$ cat src/hw/rtl/csvp_pkg.sv
// Package for the CSV byte stream parser: widths, register map, parse modes,
// status codes and the config/result structs. No dependencies.
package csvp_pkg;

    localparam int COUNT_WIDTH    = 16;
    localparam int POSITION_WIDTH = 32;
    localparam int ADDR_WIDTH     = 4;
    localparam int DATA_WIDTH     = 32;

    localparam logic [1:0] REG_DELIMITER = 2'd0;
    localparam logic [1:0] REG_QUOTE     = 2'd1;
    localparam logic [1:0] REG_NEWLINE   = 2'd2;
    localparam logic [1:0] REG_PEDANTIC  = 2'd3;

    localparam logic [7:0] DELIMITER_RESET = 8'd44;
    localparam logic [7:0] QUOTE_RESET     = 8'd34;
    localparam logic [7:0] NEWLINE_RESET   = 8'd10;

    typedef enum logic [3:0] {
        MODE_START    = 4'b0001,
        MODE_QUOTED   = 4'b0010,
        MODE_UNQUOTED = 4'b0100,
        MODE_ENDQUOTE = 4'b1000
    } t_mode;

    typedef enum logic [2:0] {
        ST_OK          = 3'd0,
        ST_QUOTE_UNQ   = 3'd1,
        ST_JUNK        = 3'd2,
        ST_WIDTH       = 3'd3,
        ST_UNTERM      = 3'd4,
        ST_HALTED      = 3'd5
    } t_status;

    typedef struct packed {
        logic [7:0] delimiter_char;
        logic [7:0] quote_char;
        logic [7:0] newline_char;
        logic       pedantic_mode;
    } t_cfg;

    typedef struct packed {
        logic [7:0]  char_out;
        logic        char_valid;
        logic        field_end;
        logic        row_end;
        logic [15:0] row_fields;
        logic        input_done;
        t_status     status;
        logic [31:0] byte_position;
    } t_result;

endpackage

$ cat src/hw/rtl/csvp_ifs.sv
// Stream interfaces of the CSV parser: byte requests in, parse results out.
// Depends on nothing.
interface csvp_byte_if;
    logic       valid;
    logic       ready;
    logic [7:0] byte_in;
    logic       end_of_input;

    modport source (output valid, byte_in, end_of_input, input ready);
    modport sink   (input valid, byte_in, end_of_input, output ready);
endinterface

interface csvp_res_if;
    logic        valid;
    logic        ready;
    logic [7:0]  char_out;
    logic        char_valid;
    logic        field_end;
    logic        row_end;
    logic [15:0] row_fields;
    logic        input_done;
    logic [2:0]  status;
    logic [31:0] byte_position;

    modport source (output valid, char_out, char_valid, field_end, row_end, row_fields,
                    input_done, status, byte_position, input ready);
    modport sink   (input valid, char_out, char_valid, field_end, row_end, row_fields,
                    input_done, status, byte_position, output ready);
endinterface

$ cat src/hw/rtl/csvp_regs.sv
// APB configuration registers of the CSV parser.
// Depends on csvp_pkg.
module csvp_regs
    import csvp_pkg::*;
(
    input  logic                  i_clk,
    input  logic                  i_rst_n,
    input  logic                  psel,
    input  logic                  penable,
    input  logic                  pwrite,
    input  logic [ADDR_WIDTH-1:0] paddr,
    input  logic [DATA_WIDTH-1:0] pwdata,
    output logic [DATA_WIDTH-1:0] prdata,
    output logic                  pready,
    output t_cfg                  o_cfg
);

    t_cfg       r_cfg;
    logic       wr_en;
    logic [1:0] reg_idx;

    assign pready  = 1'b1;
    assign wr_en   = psel && penable && pwrite;
    assign reg_idx = paddr[3:2];
    assign o_cfg   = r_cfg;

    always_ff @(posedge i_clk) begin
        if (!i_rst_n) begin
            r_cfg.delimiter_char <= DELIMITER_RESET;
            r_cfg.quote_char     <= QUOTE_RESET;
            r_cfg.newline_char   <= NEWLINE_RESET;
            r_cfg.pedantic_mode  <= 1'b0;
        end else if (wr_en) begin
            unique case (reg_idx)
                REG_DELIMITER: r_cfg.delimiter_char <= pwdata[7:0];
                REG_QUOTE:     r_cfg.quote_char     <= pwdata[7:0];
                REG_NEWLINE:   r_cfg.newline_char   <= pwdata[7:0];
                REG_PEDANTIC:  r_cfg.pedantic_mode  <= pwdata[0];
                default:       ;
            endcase
        end
    end

    always_comb begin
        prdata = '0;
        unique case (reg_idx)
            REG_DELIMITER: prdata = DATA_WIDTH'(r_cfg.delimiter_char);
            REG_QUOTE:     prdata = DATA_WIDTH'(r_cfg.quote_char);
            REG_NEWLINE:   prdata = DATA_WIDTH'(r_cfg.newline_char);
            REG_PEDANTIC:  prdata = DATA_WIDTH'(r_cfg.pedantic_mode);
            default:       prdata = '0;
        endcase
    end

endmodule

$ cat src/hw/rtl/csvp_core.sv
// Per-byte parse step of the CSV parser: parse state registers and the
// next-state / result logic. Depends on csvp_pkg.
module csvp_core
    import csvp_pkg::*;
(
    input  logic       i_clk,
    input  logic       i_rst_n,
    input  logic       i_accept,
    input  logic [7:0] i_byte_in,
    input  logic       i_end_of_input,
    input  t_cfg       i_cfg,
    output t_result    o_result
);

    t_mode                     r_mode, n_mode;
    logic                      r_at_row_start, n_at_row_start;
    logic [COUNT_WIDTH-1:0]    r_field_cnt, n_field_cnt;
    logic [COUNT_WIDTH-1:0]    r_first_width, n_first_width;
    logic                      r_first_seen, n_first_seen;
    logic                      r_halted, n_halted;
    logic [POSITION_WIDTH-1:0] r_pos, n_pos;

    logic                      is_quote, is_delim, is_newline;
    logic                      end_fld, end_row;
    logic [COUNT_WIDTH-1:0]    field_inc;
    logic [POSITION_WIDTH-1:0] pos_inc;
    t_result                   res;

    assign is_quote   = (i_byte_in == i_cfg.quote_char);
    assign is_delim   = (i_byte_in == i_cfg.delimiter_char);
    assign is_newline = (i_byte_in == i_cfg.newline_char);
    assign field_inc  = (&r_field_cnt) ? r_field_cnt : r_field_cnt + 1'b1;
    assign pos_inc    = (&r_pos) ? r_pos : r_pos + 1'b1;
    assign o_result   = res;

    always_comb begin
        n_mode         = r_mode;
        n_at_row_start = r_at_row_start;
        n_field_cnt    = r_field_cnt;
        n_first_width  = r_first_width;
        n_first_seen   = r_first_seen;
        n_halted       = r_halted;
        n_pos          = r_pos;
        end_fld        = 1'b0;
        end_row        = 1'b0;

        res               = '0;
        res.status        = ST_OK;
        res.row_fields    = 16'(r_field_cnt);
        res.byte_position = 32'(r_pos);

        if (r_halted) begin
            res.status = ST_HALTED;
        end else if (i_end_of_input) begin
            res.input_done = 1'b1;
            n_halted       = 1'b1;
            if (!r_at_row_start) begin
                if (r_mode == MODE_QUOTED) begin
                    res.status = ST_UNTERM;
                end else begin
                    end_row = 1'b1;
                end
            end
        end else begin
            n_pos          = pos_inc;
            n_at_row_start = 1'b0;
            unique case (r_mode)
                MODE_START: begin
                    if (is_quote) begin
                        n_mode = MODE_QUOTED;
                    end else if (is_delim) begin
                        end_fld = 1'b1;
                    end else if (is_newline) begin
                        end_row = 1'b1;
                    end else begin
                        n_mode         = MODE_UNQUOTED;
                        res.char_out   = i_byte_in;
                        res.char_valid = 1'b1;
                    end
                end
                MODE_QUOTED: begin
                    if (is_quote) begin
                        n_mode = MODE_ENDQUOTE;
                    end else begin
                        res.char_out   = i_byte_in;
                        res.char_valid = 1'b1;
                    end
                end
                MODE_UNQUOTED: begin
                    if (is_delim) begin
                        end_fld = 1'b1;
                    end else if (is_newline) begin
                        end_row = 1'b1;
                    end else if (is_quote) begin
                        res.status = ST_QUOTE_UNQ;
                        n_halted   = 1'b1;
                    end else begin
                        res.char_out   = i_byte_in;
                        res.char_valid = 1'b1;
                    end
                end
                MODE_ENDQUOTE: begin
                    if (is_delim) begin
                        end_fld = 1'b1;
                    end else if (is_newline) begin
                        end_row = 1'b1;
                    end else if (is_quote) begin
                        // doubled quote inside a quoted field
                        n_mode         = MODE_QUOTED;
                        res.char_out   = i_byte_in;
                        res.char_valid = 1'b1;
                    end else begin
                        res.status = ST_JUNK;
                        n_halted   = 1'b1;
                    end
                end
                default: n_mode = MODE_START;
            endcase
        end

        if (end_fld || end_row) begin
            n_field_cnt    = field_inc;
            res.row_fields = 16'(field_inc);
            n_mode         = MODE_START;
            n_at_row_start = 1'b0;
            if (!end_row) begin
                res.field_end = 1'b1;
            end else if (r_first_seen && i_cfg.pedantic_mode
                         && (field_inc != r_first_width)) begin
                res.status = ST_WIDTH;
                n_halted   = 1'b1;
            end else begin
                if (!r_first_seen) begin
                    n_first_seen  = 1'b1;
                    n_first_width = field_inc;
                end
                res.field_end  = 1'b1;
                res.row_end    = 1'b1;
                n_field_cnt    = '0;
                n_at_row_start = 1'b1;
            end
        end
    end

    always_ff @(posedge i_clk) begin
        if (!i_rst_n) begin
            r_mode         <= MODE_START;
            r_at_row_start <= 1'b1;
            r_field_cnt    <= '0;
            r_first_width  <= '0;
            r_first_seen   <= 1'b0;
            r_halted       <= 1'b0;
            r_pos          <= '0;
        end else if (i_accept) begin
            r_mode         <= n_mode;
            r_at_row_start <= n_at_row_start;
            r_field_cnt    <= n_field_cnt;
            r_first_width  <= n_first_width;
            r_first_seen   <= n_first_seen;
            r_halted       <= n_halted;
            r_pos          <= n_pos;
        end
    end

endmodule

$ cat src/hw/rtl/csv_byte_stream_parser_top.sv
// Top level of the CSV byte stream parser: config registers, parse core and
// result register. Depends on csvp_pkg, csvp_ifs, csvp_regs, csvp_core.
//
// Usage:
//   i_byte_if: one request per byte of CSV text, or one end-of-input request.
//   o_res_if:  exactly one result per request, in order.
//   APB port:  delimiter (0x0), quote (0x4), newline (0x8), pedantic (0xC);
//              write only while no request is in flight.
// A request accepted at a clock edge has its result valid in the cycle after.
// Throughput: one byte per cycle while the receiver takes results, set by the
// single parse step between the request handshake and the result register.
// The request side stays ready while the result register is empty or being
// taken in the same cycle; a stalled receiver holds the result and blocks
// further requests until it is taken.
// Reset (synchronous, active low) restores default characters, clears the
// parse state and empties the result register. After an error or an
// end-of-input request the parser answers every request with status halted
// until the next reset.
module csv_byte_stream_parser_top
    import csvp_pkg::*;
(
    input  logic                  i_clk,
    input  logic                  i_rst_n,
    csvp_byte_if.sink             i_byte_if,
    csvp_res_if.source            o_res_if,
    input  logic                  psel,
    input  logic                  penable,
    input  logic                  pwrite,
    input  logic [ADDR_WIDTH-1:0] paddr,
    input  logic [DATA_WIDTH-1:0] pwdata,
    output logic [DATA_WIDTH-1:0] prdata,
    output logic                  pready
);

    t_cfg    cfg;
    t_result step_res;
    t_result r_out;
    logic    r_out_valid;
    logic    in_accept;

    csvp_regs u_regs (
        .i_clk   (i_clk),
        .i_rst_n (i_rst_n),
        .psel    (psel),
        .penable (penable),
        .pwrite  (pwrite),
        .paddr   (paddr),
        .pwdata  (pwdata),
        .prdata  (prdata),
        .pready  (pready),
        .o_cfg   (cfg)
    );

    assign i_byte_if.ready = !r_out_valid || o_res_if.ready;
    assign in_accept       = i_byte_if.valid && i_byte_if.ready;

    csvp_core u_core (
        .i_clk          (i_clk),
        .i_rst_n        (i_rst_n),
        .i_accept       (in_accept),
        .i_byte_in      (i_byte_if.byte_in),
        .i_end_of_input (i_byte_if.end_of_input),
        .i_cfg          (cfg),
        .o_result       (step_res)
    );

    always_ff @(posedge i_clk) begin
        if (!i_rst_n) begin
            r_out_valid <= 1'b0;
        end else if (in_accept) begin
            r_out_valid <= 1'b1;
        end else if (o_res_if.ready) begin
            r_out_valid <= 1'b0;
        end
    end

    always_ff @(posedge i_clk) begin
        if (in_accept) begin
            r_out <= step_res;
        end
    end

    assign o_res_if.valid         = r_out_valid;
    assign o_res_if.char_out      = r_out.char_out;
    assign o_res_if.char_valid    = r_out.char_valid;
    assign o_res_if.field_end     = r_out.field_end;
    assign o_res_if.row_end       = r_out.row_end;
    assign o_res_if.row_fields    = r_out.row_fields;
    assign o_res_if.input_done    = r_out.input_done;
    assign o_res_if.status        = r_out.status;
    assign o_res_if.byte_position = r_out.byte_position;

    a_row_end_ends_field: assert property (@(posedge i_clk) disable iff (!i_rst_n)
        r_out_valid && r_out.row_end |-> r_out.field_end && !r_out.char_valid)
        else $error("row end without field end");

    a_eoi_result: assert property (@(posedge i_clk) disable iff (!i_rst_n)
        in_accept && i_byte_if.end_of_input |=>
            r_out_valid && (r_out.input_done || r_out.status == ST_HALTED))
        else $error("end of input request not answered");

    a_error_quiet: assert property (@(posedge i_clk) disable iff (!i_rst_n)
        r_out_valid && (r_out.status == ST_QUOTE_UNQ || r_out.status == ST_JUNK) |->
            !r_out.field_end && !r_out.char_valid && !r_out.input_done)
        else $error("syntax error result carries data");

endmodule
$ cat src/flat_wrapper.sv
// flat-port wrapper written by rule: the top's interface ports become plain ports
module csv_byte_stream_parser_top_flat import csvp_pkg::*;
  (i_clk, i_rst_n, psel, penable, pwrite, paddr, pwdata, prdata, pready, i_byte_if_valid, i_byte_if_byte_in, i_byte_if_end_of_input, i_byte_if_ready, o_res_if_valid, o_res_if_char_out, o_res_if_char_valid, o_res_if_field_end, o_res_if_row_end, o_res_if_row_fields, o_res_if_input_done, o_res_if_status, o_res_if_byte_position, o_res_if_ready);
  csvp_byte_if i_byte_if_i ();
  csvp_res_if o_res_if_i ();
  input  logic i_clk;
  input  logic i_rst_n;
  input  logic psel;
  input  logic penable;
  input  logic pwrite;
  input  logic [ADDR_WIDTH-1:0] paddr;
  input  logic [DATA_WIDTH-1:0] pwdata;
  output logic [DATA_WIDTH-1:0] prdata;
  output logic pready;
  input wire logic [$bits(i_byte_if_i.valid)-1:0] i_byte_if_valid;
  input wire logic [$bits(i_byte_if_i.byte_in)-1:0] i_byte_if_byte_in;
  input wire logic [$bits(i_byte_if_i.end_of_input)-1:0] i_byte_if_end_of_input;
  output wire logic [$bits(i_byte_if_i.ready)-1:0] i_byte_if_ready;
  output wire logic [$bits(o_res_if_i.valid)-1:0] o_res_if_valid;
  output wire logic [$bits(o_res_if_i.char_out)-1:0] o_res_if_char_out;
  output wire logic [$bits(o_res_if_i.char_valid)-1:0] o_res_if_char_valid;
  output wire logic [$bits(o_res_if_i.field_end)-1:0] o_res_if_field_end;
  output wire logic [$bits(o_res_if_i.row_end)-1:0] o_res_if_row_end;
  output wire logic [$bits(o_res_if_i.row_fields)-1:0] o_res_if_row_fields;
  output wire logic [$bits(o_res_if_i.input_done)-1:0] o_res_if_input_done;
  output wire logic [$bits(o_res_if_i.status)-1:0] o_res_if_status;
  output wire logic [$bits(o_res_if_i.byte_position)-1:0] o_res_if_byte_position;
  input wire logic [$bits(o_res_if_i.ready)-1:0] o_res_if_ready;
  assign i_byte_if_i.valid = i_byte_if_valid;
  assign i_byte_if_i.byte_in = i_byte_if_byte_in;
  assign i_byte_if_i.end_of_input = i_byte_if_end_of_input;
  assign i_byte_if_ready = i_byte_if_i.ready;
  assign o_res_if_valid = o_res_if_i.valid;
  assign o_res_if_char_out = o_res_if_i.char_out;
  assign o_res_if_char_valid = o_res_if_i.char_valid;
  assign o_res_if_field_end = o_res_if_i.field_end;
  assign o_res_if_row_end = o_res_if_i.row_end;
  assign o_res_if_row_fields = o_res_if_i.row_fields;
  assign o_res_if_input_done = o_res_if_i.input_done;
  assign o_res_if_status = o_res_if_i.status;
  assign o_res_if_byte_position = o_res_if_i.byte_position;
  assign o_res_if_i.ready = o_res_if_ready;
  csv_byte_stream_parser_top u_core (.i_clk(i_clk), .i_rst_n(i_rst_n), .i_byte_if(i_byte_if_i), .o_res_if(o_res_if_i), .psel(psel), .penable(penable), .pwrite(pwrite), .paddr(paddr), .pwdata(pwdata), .prdata(prdata), .pready(pready));
endmodule
$ cat config.mk
export PLATFORM = sky130hd
export DESIGN_NAME = csv_byte_stream_parser_top_flat
export DESIGN_NICKNAME = d
export VERILOG_FILES = /design/src/hw/rtl/csvp_pkg.sv /design/src/hw/rtl/csvp_ifs.sv /design/src/hw/rtl/csvp_regs.sv /design/src/hw/rtl/csvp_core.sv /design/src/hw/rtl/csv_byte_stream_parser_top.sv /design/src/flat_wrapper.sv
export SDC_FILE = /design/constraint.sdc
export NUM_CORES = 1
export LEC_CHECK = 0
export ABC_AREA = 0
export BUFFER_PORTS_ARGS = -buffer_cell sky130_fd_sc_hd__buf_2
export CORE_MARGIN = 5
export CORE_UTILIZATION = 30
export DETAILED_ROUTE_END_ITERATION = 7
export PLACE_DENSITY = 0.53
export SLEW_MARGIN = 20
export SYNTH_ARGS = -nofsm -noshare
export SYNTH_HDL_FRONTEND = slang
export SYNTH_SLANG_ARGS = --single-unit
export TNS_END_PERCENT = 20
$ cat constraint.sdc
create_clock -name i_clk -period 4.2 [get_ports i_clk]
set_input_delay 0.84 -clock i_clk [delete_from_list [all_inputs] [get_ports i_clk]]
set_output_delay 0.84 -clock i_clk [all_outputs]
set_load 0.05 [all_outputs]
==> summary by stage <==
Critical path
Data on the critical path is required at its endpoint by between 4 and 5 ns. The family with the most delay on the worst path is simple AND/OR/NAND/NOR gates. The endpoint identified for the worst register-to-register timing path is u_core.o_res_if.status[0].

The signal on the critical path passes through ha_1, nand4_4, nor4_1, nand4b_1, nor2_1, or4b_1, or4_4, o211ai_4, nor2_1, or3_1. The endpoint class of the critical path is a register. The startpoint of the lowest-slack register-to-register path is u_core.u_core.r_field_cnt[1]. The depth of the worst register-to-register path is 10. On the worst path, the slowest cell contributes a delay of 0.55 ns. Setup slack on the worst reg-to-reg path comes out at around 0.36 ns. The worst path arrival time is ~4.0 ns. In this run the worst path has a maximum fanout of 10. The cell type of the slowest stage on the worst timing path is or4b_1. The start-to-end type of the worst setup path is reg -> reg.

The critical path startpoint category is a register. In this design, the critical path's most frequently occurring cell is nor2_1. The critical path contains buffers and inverters numbering 0 combined.

Drt
The vias after detailed routing is a little under 6,000. The pre-antenna-repair detailed-routing pass consisted of 5 iterations. For this run, design rule violations remaining after detail routing come to 0.

After detailed routing, the total wire length is between 15,000 and 20,000 um. In this run the remaining antenna-violating nets after routing total 0. The average vias per placed instance is 4.701. In this run, the number of DRC markers left after iteration 0 of detailed routing was 330. After detailed routing, the average wire length per cell comes to about 15 um.

Floorplan
The area of the die is between 20,000 and 30,000 sq um. The number of placement rows is 59. The starting density of the core is 0.3040. The floorplan core area is around 26,000 sq um.

Measured along the y axis, the die boundary spans approximately 170 um. The width of the die is between 150 and 200 um. The number of primary I/O pins is 150.

Place
The final RePlAce weighted congestion is ~0.87. The placed wire-length estimate is between 10,000 and 15,000 um. The port buffer count is approximately 100.

Including well taps, the total number of placed cells is around 1,200.

CTS
The maximum root-to-sink buffer count is 2. TritonCTS built the clock tree. The post-CTS setup repair buffer count is 0. The CTS root buffer is clkbuf_16.

CTS saw 160 sinks. The H-tree was split into 4 levels. The post-cts resize count is 0. The insertion delay to the later sink of the worst-skew pair is between 0.4 and 0.5 ns. The number of hold buffers added after CTS was 0. The clock-pin slew reported for the worst setup and hold paths after clock tree synthesis is roughly 0.06 ns. The number of buffers created by CTS is 17.

Global routing
The first global-routing pass estimated 30,710 um of wire. The number of global-route vias before repair is between 5,000 and 6,000. For this run, global-route usage on met1 was measured as 0.1660. The maximum number of pins on one net before global-route repair is 65. The initial antenna violation count was 0. The fraction of met3 tracks used by global routing is 0.03117. The global routing usage on met2 is 0.1995. The global-route layer with the greatest usage is met2.

The aggregate global routing overflow is 0. The global routing usage summed across all routing layers is 0.1250.

Logic synthesis
Ranked by instance count, the synthesized netlist is headed by nor2_1, dfxtp_1, nand2_1, edfxtp_1, xnor2_1. The synthesized design contains 63 enable-type register cells. The most used flip-flop cell after synthesis is dfxtp_1. Synthesis inferred 160 register bits. Synthesis handed over a netlist of 817 instances. The synthesized area divided by synthesized cell count is about 9.7 sq um. Of the synthesized area, sequential elements account for 0.4839.

Counting flops with an async set or reset pin after synthesis yields a share of 0. The area of the mapped netlist is between 7000 and 8000 sq um. The most common cell in the synthesized netlist is nor2_1.

The Yosys step of the flow raised 0 warnings. In the post-synthesis netlist, the biggest area contributors are dfxtp_1, edfxtp_1, xnor2_1, nor2_1, mux2i_1. Of the post-synthesis cell area, the dominant cell type holds 0.2451. After synthesis, the netlist uses 65 different library cells. The largest total area in the synthesized netlist belongs to dfxtp_1.

Power
Across the VDD grid, the largest voltage drop is roughly 0.29 mV. The cell area power density is 393.9 nW/um^2. The cell leakage power is 0.003533 uW.

Final layout
The number of nets at the end of the flow is between 900 and 1,000. Counting the fill cells in the layout gives 2,654. The finished layout holds around 1,300 standard cells, fillers aside. Relative to the synthesized area, the layout overhead comes to 16.57%. The number of diodes is 0. In the final layout, the share of cells above drive strength 1 is 0.1817.

Worst hold path
The end of the worst hold path is u_core.o_res_if.byte_position[10]. The worst hold path passes through 0 cells. The beginning of the worst hold path is u_core.u_core.r_pos[10]. The min-delay analysis places its worst path in the category reg -> reg.

STA
Setup repair after global routing left no endpoint under its margin. Adding up every negative setup slack in the final design gives 0 ns. The count of endpoints failing hold in the final timing report is 0. The smallest clock period supported by the final layout is computed as 3.842 ns. The total count of max-transition violations in the final report is 0. At the pin with the least slew margin, the transition time is 1.036 ns. Setup violations remaining at the end of the flow were counted as 0.

The worst clock skew is about 0.018 ns. The fraction of the cycle the final worst path needs is 0.9147. The worst pin sits at a relative slew slack of 0.3065. The highest attainable clock frequency is around 260 MHz.

Flow run
The reported max-cap violation count is 0.

Outcome
The run finished with clean final reports.
-- sequential cells by signal, indices dropped and copies added, names as in the netlist, 3 cells and up --
signal and flops:
u_core.o_res_if.byte_position 32, u_core.u_core.r_pos 32, u_core.u_regs.o_cfg 25, u_core.o_res_if.row_fields 16
u_core.u_core.r_field_cnt 16, u_core.u_core.r_first_width 16, u_core.o_res_if.char_out 8, u_core.u_core.r_mode 4
u_core.o_res_if.status 3
-- layer usage --
layer,vias to the layer above,part of all wire
li1,2996,-
met1,2748,0.47
met2,132,0.46
met3,19,0.051
met4,0,0.016
met5,-,0
-- per-stage QoR --
step                      cell area, sq um  setup slack, ns  total power [uW]  hold WS, ns  utilization
after floorplan                       8009           0.3445              2019       0.4314            -
after global placement                8638           0.4576              2096       0.4574       0.3315
after detailed placement              8638           0.3947              2097       0.4567       0.3315
after CTS                             9235           0.3795              3687       0.4724       0.3544
after global routing                  9235           0.1149              3781       0.4816       0.3544
final                                 9235           0.3582              3637       0.4697       0.3544
-- where the power goes --
part / internal (uW) / switching, uW / leakage, uW
Clock: 941 / 638 / 0.000284
Sequential: 1660 / 20.0 / 0.00141
Combinational: 81.0 / 299 / 0.00184
Total: 2680 / 958 / 0.00353
-- how the worst max path moves through the flow --
stage / start / to / cells past startpoint
2_1_floorplan: o_res_if_ready / u_core.u_core.r_field_cnt[0] / 9
3_3_place_gp: u_core.u_core.r_field_cnt[1] / u_core.o_res_if.status[0] / 10
3_5_place_dp: u_core.u_core.r_field_cnt[1] / u_core.o_res_if.status[0] / 10
4_1_cts: u_core.u_core.r_field_cnt[1] / u_core.o_res_if.status[0] / 10
5_1_grt: u_core.u_core.r_field_cnt[1] / u_core.o_res_if.status[0] / 10
6_report: u_core.u_core.r_field_cnt[1] / u_core.o_res_if.status[0] / 10
-- final cells by class --
| class | instances | area [sq um] | share of cell area |
|---|---|---|---|
| Clock buffer | 20 | 436.7 | 0.04728 |
| Clock inverter | 12 | 160.2 | 0.01734 |
| Inverter | 19 | 71.32 | 0.007723 |
| Multi-Input combinational cell | 595 | 3711 | 0.4018 |
| Sequential cell | 160 | 3834 | 0.4151 |
| Tap cell | 335 | 419.2 | 0.04539 |
| Timing Repair Buffer | 113 | 603.1 | 0.06530 |
-- cells by family (layout without fill, tap and decap cells) --
group | after synthesis | count (layout) | synth area share
xor+xnor | 86 | 86 | 0.09697
mux | 45 | 45 | 0.05986
fa+ha+maj | 2 | 2 | 0.003158
other cells | 2 | 25 | 0.0009479
flops | 160 | 160 | 0.4839
compound gates | 102 | 102 | 0.08197
buf+inv | 85 | 164 | 0.05859
simple gates | 335 | 335 | 0.2146
-- placed cells by master, fill, tap and decap left out, types with 25 or more instances in the layout --
master and n:
edfxtp_1 63, dfxtp_1 97, mux2i_1 35, buf_2 98
xor2_1 29, a21oi_1 41, conb_1 25, xnor2_1 56
nand2_1 80, nor2_1 104
(Power assumes the default switching activity.)
